[config.mk]
export PLATFORM = sky130hd
export DESIGN_NAME = decade_bucket_min_max_count
export DESIGN_NICKNAME = d
export VERILOG_FILES = /design/src/rtl/core/dbmmc_pkg.sv /design/src/rtl/core/decade_bucket_min_max_count.sv /design/src/rtl/core/dbmmc_queue.sv /design/src/rtl/core/dbmmc_front.sv /design/src/rtl/core/dbmmc_back.sv
export VERILOG_INCLUDE_DIRS = /design/src /design/src/rtl/core
export SDC_FILE = /design/constraint.sdc
export NUM_CORES = 1
export LEC_CHECK = 0
export ABC_AREA = 1
export BUFFER_PORTS_ARGS = -buffer_cell sky130_fd_sc_hd__buf_2
export CORE_AREA = 4 4 223 269
export DETAILED_ROUTE_END_ITERATION = 10
export DIE_AREA = 0 0 227 273
export PLACE_DENSITY = 0.46
export SLEW_MARGIN = 20
export SYNTH_ARGS = -nofsm -noshare
export SYNTH_HDL_FRONTEND = slang
export SYNTH_SLANG_ARGS = --single-unit
[constraint.sdc]
create_clock -name clk -period 6.2 [get_ports clk]
set_clock_uncertainty 0.15 [all_clocks]
set_input_delay 0.62 -clock clk [delete_from_list [all_inputs] [get_ports clk]]
set_output_delay 0.62 -clock clk [all_outputs]
set_load 0.02 [all_outputs]
[src/rtl/core/decade_bucket_min_max_count_defines.svh]
// Assertion macros shared by the statistics block.
`ifndef DECADE_BUCKET_MIN_MAX_COUNT_DEFINES_SVH
`define DECADE_BUCKET_MIN_MAX_COUNT_DEFINES_SVH

// Same-cycle implication, checked out of reset.
`define DBMMC_ASSERT_NOW(label, ante, cons, msg) \
    label: assert property (@(posedge clk) disable iff (!rst_n) (ante) |-> (cons)) \
        else $error(msg);

// Next-cycle implication, checked out of reset.
`define DBMMC_ASSERT_NEXT(label, ante, cons, msg) \
    label: assert property (@(posedge clk) disable iff (!rst_n) (ante) |=> (cons)) \
        else $error(msg);

`endif

[src/rtl/core/dbmmc_pkg.sv]
package dbmmc_pkg;

    localparam int NUM_BUCKETS_DEF = 9;
    localparam int COUNT_BITS_DEF  = 16;
    localparam int QUEUE_DEPTH     = 2;

    localparam int VALUE_W  = 7;
    localparam int INDEX_W  = 4;
    localparam int MIN_W    = 10;
    localparam int MAX_W    = 7;
    localparam int COUNT_W  = 16;

    localparam logic [MIN_W-1:0]   EMPTY_MIN  = 10'd999;
    localparam logic [VALUE_W-1:0] LOW_VALUE  = 7'd10;
    localparam logic [VALUE_W-1:0] HIGH_VALUE = 7'd99;

    typedef enum logic {
        OP_ADD  = 1'b0,
        OP_READ = 1'b1
    } req_op_t;

    typedef struct packed {
        req_op_t              op;
        logic [INDEX_W-1:0]   bucket;
        logic [VALUE_W-1:0]   value;
        logic                 err;
    } cmd_t;

    typedef struct packed {
        logic [MIN_W-1:0]     min;
        logic [MAX_W-1:0]     max;
        logic [COUNT_W-1:0]   count;
        logic                 err;
    } result_t;

    // floor(v / 10) for v below 128, by reciprocal multiply (205 / 2048)
    function automatic logic [INDEX_W-1:0] decade_of(input logic [VALUE_W-1:0] v);
        logic [14:0] prod;
        prod = {8'd0, v} * 15'd205;
        return prod[14:11];
    endfunction

endpackage

[src/rtl/core/decade_bucket_min_max_count.sv]
// A request accepted into the command queue goes through the combinational
// back end, which holds it while the result queue is full, and its result is
// registered into the result queue. Throughput: one request per cycle when the
// result queue is not full; each add read-modify-writes one bucket register.
// Reset (rst_n, asynchronous): every bucket minimum goes to 999, maximum and
// count to 0, and both queues empty.
`include "decade_bucket_min_max_count_defines.svh"

module decade_bucket_min_max_count
    import dbmmc_pkg::*;
#(
    parameter int NUM_BUCKETS = NUM_BUCKETS_DEF,
    parameter int COUNT_BITS  = COUNT_BITS_DEF
) (
    input  logic               clk,
    input  logic               rst_n,
    input  logic               push,
    output logic               full,
    input  logic               req_type,
    input  logic [VALUE_W-1:0] sample_value,
    input  logic [INDEX_W-1:0] bucket_index,
    output logic               empty,
    input  logic               pop,
    output logic [MIN_W-1:0]   bucket_min,
    output logic [MAX_W-1:0]   bucket_max,
    output logic [COUNT_W-1:0] bucket_count,
    output logic               error_status
);

    localparam int CMD_W = $bits(cmd_t);
    localparam int RES_W = $bits(result_t);

    cmd_t    cmd_in, cmd_out;
    result_t res_in, res_out;
    logic    cmd_empty, cmd_pop;
    logic    res_full, res_push;

    dbmmc_front #(
        .NUM_BUCKETS (NUM_BUCKETS)
    ) u_front (
        .req_type     (req_type),
        .sample_value (sample_value),
        .bucket_index (bucket_index),
        .cmd          (cmd_in)
    );

    dbmmc_queue #(
        .WIDTH (CMD_W),
        .DEPTH (QUEUE_DEPTH)
    ) u_cmd_queue (
        .clk   (clk),
        .rst_n (rst_n),
        .push  (push),
        .wdata (cmd_in),
        .full  (full),
        .pop   (cmd_pop),
        .rdata (cmd_out),
        .empty (cmd_empty)
    );

    dbmmc_back #(
        .NUM_BUCKETS (NUM_BUCKETS),
        .COUNT_BITS  (COUNT_BITS)
    ) u_back (
        .clk       (clk),
        .rst_n     (rst_n),
        .cmd_valid (!cmd_empty),
        .cmd       (cmd_out),
        .res_full  (res_full),
        .cmd_pop   (cmd_pop),
        .res_push  (res_push),
        .res       (res_in)
    );

    dbmmc_queue #(
        .WIDTH (RES_W),
        .DEPTH (QUEUE_DEPTH)
    ) u_res_queue (
        .clk   (clk),
        .rst_n (rst_n),
        .push  (res_push),
        .wdata (res_in),
        .full  (res_full),
        .pop   (pop),
        .rdata (res_out),
        .empty (empty)
    );

    assign bucket_min   = res_out.min;
    assign bucket_max   = res_out.max;
    assign bucket_count = res_out.count;
    assign error_status = res_out.err;

    `DBMMC_ASSERT_NOW(a_err_zero, !empty && error_status, bucket_min == '0 && bucket_max == '0 && bucket_count == '0, "rejected request carries nonzero statistics")
    `DBMMC_ASSERT_NOW(a_min_le_max, !empty && !error_status && bucket_min != EMPTY_MIN, bucket_min <= 10'(bucket_max) && bucket_max <= HIGH_VALUE, "bucket minimum above maximum")
    `DBMMC_ASSERT_NEXT(a_cmd_drain, !cmd_empty && !res_full, cmd_empty || !full, "command queue stuck full while back end free")

endmodule

[src/rtl/core/dbmmc_queue.sv]
module dbmmc_queue
    import dbmmc_pkg::*;
#(
    parameter int WIDTH = 8,
    parameter int DEPTH = QUEUE_DEPTH
) (
    input  logic             clk,
    input  logic             rst_n,
    input  logic             push,
    input  logic [WIDTH-1:0] wdata,
    output logic             full,
    input  logic             pop,
    output logic [WIDTH-1:0] rdata,
    output logic             empty
);

    localparam int PW = (DEPTH > 1) ? $clog2(DEPTH) : 1;
    localparam int CW = $clog2(DEPTH + 1);

    logic [WIDTH-1:0] entry_reg [DEPTH];
    logic [PW-1:0]    wptr_reg, wptr_next;
    logic [PW-1:0]    rptr_reg, rptr_next;
    logic [CW-1:0]    cnt_reg, cnt_next;
    logic             do_push, do_pop;

    assign full    = (cnt_reg == CW'(DEPTH));
    assign empty   = (cnt_reg == '0);
    assign do_push = push && !full;
    assign do_pop  = pop && !empty;
    assign rdata   = entry_reg[rptr_reg];

    always_comb
    begin
        wptr_next = wptr_reg;
        rptr_next = rptr_reg;
        cnt_next  = cnt_reg;
        if (do_push)
        begin
            wptr_next = (wptr_reg == PW'(DEPTH - 1)) ? '0 : wptr_reg + 1'b1;
        end
        if (do_pop)
        begin
            rptr_next = (rptr_reg == PW'(DEPTH - 1)) ? '0 : rptr_reg + 1'b1;
        end
        if (do_push && !do_pop)
        begin
            cnt_next = cnt_reg + 1'b1;
        end
        else if (do_pop && !do_push)
        begin
            cnt_next = cnt_reg - 1'b1;
        end
    end

    always_ff @(posedge clk or negedge rst_n)
    begin
        if (!rst_n)
        begin
            wptr_reg <= '0;
            rptr_reg <= '0;
            cnt_reg  <= '0;
        end
        else
        begin
            wptr_reg <= wptr_next;
            rptr_reg <= rptr_next;
            cnt_reg  <= cnt_next;
        end
    end

    always_ff @(posedge clk)
    begin
        if (do_push)
        begin
            entry_reg[wptr_reg] <= wdata;
        end
    end

endmodule

[src/rtl/core/dbmmc_front.sv]
module dbmmc_front
    import dbmmc_pkg::*;
#(
    parameter int NUM_BUCKETS = NUM_BUCKETS_DEF
) (
    input  logic               req_type,
    input  logic [VALUE_W-1:0] sample_value,
    input  logic [INDEX_W-1:0] bucket_index,
    output cmd_t               cmd
);

    logic [INDEX_W-1:0] decade;
    logic [INDEX_W-1:0] add_bucket;
    logic               add_err;
    logic               read_err;

    assign decade     = decade_of(sample_value);
    assign add_bucket = decade - 1'b1;
    assign add_err    = (sample_value < LOW_VALUE) || (sample_value > HIGH_VALUE) ||
                        (add_bucket >= INDEX_W'(NUM_BUCKETS));
    assign read_err   = (bucket_index >= INDEX_W'(NUM_BUCKETS));

    always_comb
    begin
        cmd.op    = req_op_t'(req_type);
        cmd.value = sample_value;
        case (req_op_t'(req_type))
            OP_ADD:
            begin
                cmd.bucket = add_bucket;
                cmd.err    = add_err;
            end
            OP_READ:
            begin
                cmd.bucket = bucket_index;
                cmd.err    = read_err;
            end
            default:
            begin
                cmd.bucket = bucket_index;
                cmd.err    = 1'b1;
            end
        endcase
    end

endmodule

[src/rtl/core/dbmmc_back.sv]
module dbmmc_back
    import dbmmc_pkg::*;
#(
    parameter int NUM_BUCKETS = NUM_BUCKETS_DEF,
    parameter int COUNT_BITS  = COUNT_BITS_DEF
) (
    input  logic    clk,
    input  logic    rst_n,
    input  logic    cmd_valid,
    input  cmd_t    cmd,
    input  logic    res_full,
    output logic    cmd_pop,
    output logic    res_push,
    output result_t res
);

    localparam logic [COUNT_BITS-1:0] COUNT_LIMIT = '1;

    logic [MIN_W-1:0]      min_reg   [NUM_BUCKETS];
    logic [MAX_W-1:0]      max_reg   [NUM_BUCKETS];
    logic [COUNT_BITS-1:0] count_reg [NUM_BUCKETS];

    logic                  fire;
    logic                  is_add;
    logic [NUM_BUCKETS-1:0] hit;
    logic [MIN_W-1:0]      cur_min, min_next;
    logic [MAX_W-1:0]      cur_max, max_next;
    logic [COUNT_BITS-1:0] cur_count, count_next;
    logic [31:0]           count_wide;

    assign fire     = cmd_valid && !res_full;
    assign cmd_pop  = fire;
    assign res_push = fire;
    assign is_add   = (cmd.op == OP_ADD);

    always_comb
    begin
        cur_min   = '0;
        cur_max   = '0;
        cur_count = '0;
        for (int i = 0; i < NUM_BUCKETS; i++)
        begin
            hit[i] = !cmd.err && (cmd.bucket == INDEX_W'(i));
            if (hit[i])
            begin
                cur_min   = min_reg[i];
                cur_max   = max_reg[i];
                cur_count = count_reg[i];
            end
        end
    end

    always_comb
    begin
        min_next   = cur_min;
        max_next   = cur_max;
        count_next = cur_count;
        if (is_add)
        begin
            if ({3'd0, cmd.value} < cur_min)
            begin
                min_next = {3'd0, cmd.value};
            end
            if (cmd.value > cur_max)
            begin
                max_next = cmd.value;
            end
            if (cur_count != COUNT_LIMIT)
            begin
                count_next = cur_count + 1'b1;
            end
        end
        count_wide = 32'(count_next);
    end

    always_comb
    begin
        if (cmd.err)
        begin
            res = '{min: '0, max: '0, count: '0, err: 1'b1};
        end
        else
        begin
            res = '{min: min_next, max: max_next, count: count_wide[COUNT_W-1:0], err: 1'b0};
        end
    end

    // update the addressed bucket on an accepted add
    always_ff @(posedge clk or negedge rst_n)
    begin
        if (!rst_n)
        begin
            for (int i = 0; i < NUM_BUCKETS; i++)
            begin
                min_reg[i]   <= EMPTY_MIN;
                max_reg[i]   <= '0;
                count_reg[i] <= '0;
            end
        end
        else
        begin
            for (int i = 0; i < NUM_BUCKETS; i++)
            begin
                if (fire && is_add && hit[i])
                begin
                    min_reg[i]   <= min_next;
                    max_reg[i]   <= max_next;
                    count_reg[i] <= count_next;
                end
            end
        end
    end

endmodule

Word level (Yosys, flattened, before mapping)

Memory sizes are Yosys's and may differ from the RTL's.
Index checks and enable logic that the tools add are counted.

Muxes and demuxes: 48
Bitwise logic cells: 2
Multipliers: 1
Equal/unequal tests: 11
Magnitude comparators: 6
Reduce and logical (&&, ||, !) cells: 44
Add/subtract/negate cells: 10

Operators with widths:

| operator                                             | count |
|---|---|
| two-way mux 16 bit                                   | 11 |
| two-way mux 10 bit                                   | 11 |
| two-way mux 7 bit                                    | 11 |
| two-way mux 34 bit                                   | 1 |
| logical AND 1 bit                                    | 28 |
| adder 16 x 1 -> 16 bit (second input constant)       | 1 |
| equality test 4 x 3 -> 1 bit (second input constant) | 4 |
| != test 16 bit (second input constant)               | 1 |
| multiplier 7 x 8 -> 15 bit (second input constant)   | 1 |
| < comparator 7 x 10 -> 1 bit                         | 1 |
| logical NOT 1 bit                                    | 9 |
| equality test 4 x 2 -> 1 bit (second input constant) | 2 |
| >= comparator 4 bit (second input constant)          | 2 |
| two-way mux 1 bit                                    | 8 |
| two-way mux 2 bit                                    | 4 |
| case mux 4 bit (2 select lines)                      | 1 |
| > comparator 7 bit                                   | 1 |
| > comparator 7 bit (second input constant)           | 1 |
| < comparator 7 x 4 -> 1 bit (second input constant)  | 1 |
| adder 1 bit (second input constant)                  | 4 |
| adder 2 x 1 -> 2 bit (second input constant)         | 2 |
| equality test 2 bit (second input constant)          | 2 |
| equality test 4 x 1 -> 1 bit (second input constant) | 1 |
| equality test 4 bit (second input constant)          | 1 |
| other kinds (8)                                      | 13 |

Word-level logic and storage cells: 157
Bits in registers: 305
Bits of input ports: 16
Memories kept: 2
Bits in writable memories: 94

Memory list:

| memory                | words | bits a word | rd ports | clocked after Yosys merged registers in | write ports | line              | RTL |
|---|---|---|---|---|---|---|---|
| u_res_queue.entry_reg | 2     | 34          | 1        | 0                                       | 1           | dbmmc_queue.sv:20 | `logic [WIDTH-1:0] entry_reg [DEPTH];` |
| u_cmd_queue.entry_reg | 2     | 13          | 1        | 0                                       | 1           | dbmmc_queue.sv:20 |  |

Depth between registers and ports, before layout

An unclocked memory read counts as a cell.

Depth after elaboration: 16
Depth in mapped cells: 27

Modules after synthesis

A second synthesis with hierarchy kept.

Cell total of the unflattened synthesis: 2,445
Area total of the unflattened synthesis: 20,145.6 µm²

By module, submodules not included:

| module                      | area an instance (µm²) | times used | cells an instance |
|---|---|---|---|
| dbmmc_back                  | 14,767.9               | 1          | 1,914 |
| dbmmc_queue at u_res_queue  | 2,711.4                | 1          | 209 |
| dbmmc_front                 | 1,483.9                | 1          | 222 |
| dbmmc_queue at u_cmd_queue  | 1,178.6                | 1          | 99 |
| decade_bucket_min_max_count | 3.8                    | 1          | 1 |

Least setup slack after synthesis

OpenSTA, ideal clock, no wires.

Kind: input to register
From: in sample_value[4]
To: mem u_cmd_queue.entry_reg[0][0] (netlist bit), data pin
Path buffers: 0
Required time: 5,881 ps
Arrival time: 4,190 ps
Path slack: 1,691 ps
Stages: 22
Cell sequence: inv_1 ha_1 inv_1 fa_1 ha_1 inv_1 fa_1 inv_1 ha_1 a21oi_1 o21ai_0 a21oi_1 o21ai_0 xor2_1 inv_1 ha_1 or2_2 nand4_1 nand3_1 nand2_1 nand2_1 o21ai_0

RTL lines:

| what               | line                              | RTL |
|---|---|---|
| start: declaration | decade_bucket_min_max_count.sv:20 | `input logic [VALUE_W-1:0] sample_value,` |
| end: declaration   | dbmmc_queue.sv:20                 |  |

==> impl_results.md <==
* Status: complete, no violations
* Total wire length at 66710 um
* Layout area overhead at 13.17%
* Dominant synthesized flop cell: dfrtp_1
* Synth area leaders: dfrtp_1, nand2_1, edfxtp_1, dfstp_2, nand3_1
* CTS Buffer Depth at 3
* CP Max Fanout at 20
* TritonRoute pass-1 iters at 6
* CTS tree: yes
* # IOs at 52
* Post-cts sizing count at 0
* Commonest non-fill, non-tap cell in the layout: nand2_1
* Required @ worst endpoint at 6350 ps
* Vias in the first global route at 16280
* Num rows at 96
* Total die area at 61970 um^2
* Reg clk slew, reported paths at 60 ps
* H-Tree Depth at 2
* Rel. slew slack at 31.13%
* Hold slack at 158.4 ps
* Residual DRC at 0
* Final net count at 2490
* Switching power total at 4.390 mW
* Dpl hpwl at 42500 um
* Max reg flops at 144
* Pwr dens at 472.4 nW/um^2
* Mapped Area at 19910 um^2
* Fillers at 5726
* Die height at 273 um
* LEAKAGE at 10.81 nW
* Largest net degree at the start of global routing at 124
* Iteration-0 DRC Markers at 1385
* Sequential share of power at 38.2%
* Worst Path Arrival at 5120 ps
* Crit path launch type: flop
* Final setup viols at 0
* Most frequent cells in the layout: nand2_1, dfrtp_1, nand3_1
* Switch share at 41.24%
* Internal power at 6.254 mW
* DR WL/cell at 21.01 um
* Min Tclk post-route at 4973 ps
* GRT Total Usage at 21.56%
* Multi-input logic area at 8333 um^2
* Slew Limit Fails at 0
* Peak VDD IR at 0.0002456 V
* CTS sink cnt at 399
* Syn. warnings at 0
* Post-Route Utilization at 39.49%
* Post-Syn Nets at 2446
* Clock share of power at 25.1%
* CP endpoint kind: flop
* Vias per std cell at 5.122
* Count of cell types in the netlist at 51
* Gpl congestion at 0.8371
* Max stage delay on crit path at 710 ps
* Final period util at 80.21%
* Syn Area/Cell at 8.437 um^2
* CP most frequent cell: nand2_1
* Final TNS setup at 0 ps
* Clock latency on the worst-skew pair at 580 ps
* Layout cells sized above 1 at 14.10%
* Crit-path cells: nand2_1, o21ai_4, nand2_2, nor2_4, buf_4, nand2_1, nand4_1, o21ai_0, nand4_1, a22oi_1, ha_1, nand2_1, o21ai_0, a221oi_1, nor2_1, nand2_1, o21ai_1, nor2_1
* Root Driver: clkbuf_16
* Worst slew pin tran at 1032 ps
* Synth Instances at 2360
* Ys async rst share at 76.44%
* Synth top area share at 29.28%
* RSZ-0062 raised after global routing: false
* Class of the most critical setup path: reg -> reg
* CTS buffer count at 44
* ANT nets after route at 0
* Register area at 10550 um^2
* Logic pwr share at 36.7%
* Yosys top cell by area: dfrtp_1
* Fmax at 201.1 MHz
* CORE AREA at 57050 um^2
* Initial Util at 34.90%
* Die X at 227 um
* Routed via count at 16260
* Hold Fails Final Rpt at 0
* # port buffers at 51
* Worst hold path class: in -> reg
* Post-synthesis sequential area ratio at 52.96%
* Max-cap violations at 0
* Initial antenna violation count at 0
* Overflow after GRT at 0
* Slowest-stage cell, CP: nor2_4
* First-pass GRT wire length at 101700 um
* Number of flops mapped to enable cells by yosys at 94
* Yosys reg bits at 399
## per-layer routing
| metal | part of all wire [%] | global-route usage, % |
|---|---|---|
| met1 | 42 | 27.46 |
| met2 | 49 | 37.38 |
| met3 | 4.7 | 2.901 |
| met5 | 0 | 0 |
| met4 | 4.2 | 7.980 |
## worst max-delay path, delay by kind of cell, from the launching register on
kind	cells	cell delay (ps)
buffers and inverters	1	300
adder cells (fa/ha/maj)	1	370
AND/OR/NAND/NOR	10	1890
flip-flops	1	700
AO/OA/AOI/OAI	6	1250
## Yosys cell counts, types with 2 or more instances
| master | number |
|---|---|
| nand2_4 | 7 |
| buf_4 | 9 |
| buf_2 | 14 |
| nand3_1 | 223 |
| nand3_2 | 19 |
| nand2_1 | 913 |
| a21o_1 | 2 |
| nand2_2 | 19 |
| dfstp_2 | 72 |
| o22ai_1 | 5 |
| o21ai_0 | 83 |
| nand4_1 | 46 |
| inv_2 | 12 |
| or2_0 | 2 |
| a221oi_1 | 6 |
| nor2_4 | 6 |
| dfrtp_1 | 233 |
| o21ai_1 | 46 |
| a211oi_1 | 2 |
| edfxtp_1 | 94 |
| a22o_1 | 3 |
| xnor2_1 | 2 |
| buf_6 | 3 |
| nor2_2 | 6 |
| fa_1 | 8 |
| xor2_1 | 12 |
| inv_1 | 162 |
| a21oi_1 | 52 |
| buf_1 | 7 |
| nor3_1 | 6 |
| or2_2 | 22 |
| a31oi_1 | 5 |
| nor2_1 | 116 |
| clkbuf_1 | 63 |
| clkinv_1 | 2 |
| o21ai_4 | 2 |
| ha_1 | 62 |
## metrics by stage
stage / instances / cell area [um^2] / total power, mW / setup slack (ps)
2_1_floorplan: 2360 / 19910 / 6.503 / 1691
6_report: 3175 / 22530 / 10.64 / 1227
5_1_grt: 3174 / 22530 / 11.28 / 792.7
3_5_place_dp: 3091 / 21050 / 8.045 / 1067
3_3_place_gp: 3091 / 21050 / 7.982 / 1154
4_1_cts: 3172 / 22490 / 10.75 / 1246
## final timing paths
kind                                           start                      endpoint  slack (ps)  cells after the start
worst max-delay path            u_cmd_queue.rptr_reg  u_res_queue.entry_reg[0][18]        1230                     18
worst min-delay path                        req_type  u_cmd_queue.entry_reg[1][12]         160                      1
worst max register to register  u_cmd_queue.rptr_reg  u_res_queue.entry_reg[0][18]        1230                     18
worst min register to register    u_back.min_reg[27]            u_back.min_reg[27]         290                      2
max in group asynchronous                      rst_n            u_back.max_reg[26]        3900                      4
min in group asynchronous                      rst_n          u_back.count_reg[76]         380                      2
## final cells by class
type | instances | share of cell area (%)
Multi-Input combinational cell | 1688 | 36.98
Sequential cell | 399 | 46.80
Clock buffer | 63 | 5.525
Tap cell | 735 | 4.081
Antenna cell | 1 | 0.01111
Clock inverter | 18 | 0.8773
Inverter | 177 | 2.960
Timing Repair Buffer | 94 | 2.765
## cells by family (layout without fill, tap and decap cells)
family | after synthesis | count (layout) | synth area share, %
AND/OR/NAND/NOR | 1392 | 1392 | 30.37
flip-flops | 399 | 399 | 52.96
XOR/XNOR | 14 | 14 | 0.6159
AO/OA/AOI/OAI | 212 | 212 | 5.819
adder cells (fa/ha/maj) | 70 | 70 | 4.701
other | 0 | 1 | 0
buffers and inverters | 273 | 352 | 5.530
## what timing repair did
item,CTS,global route
setup buffers,0,0
endpoints found under the hold margin,0,19
hold buffers,0,1
## power groups by stage
stage	sequential, mW	clock [mW]	combinational (mW)
2_1_floorplan	3.98	0	2.52
3_3_place_gp	4.09	0	3.89
3_5_place_dp	4.10	0	3.94
4_1_cts	4.06	2.73	3.96
5_1_grt	4.15	2.82	4.31
6_report	4.07	2.67	3.91
Note: power is estimated with default switching activity, not from simulation.
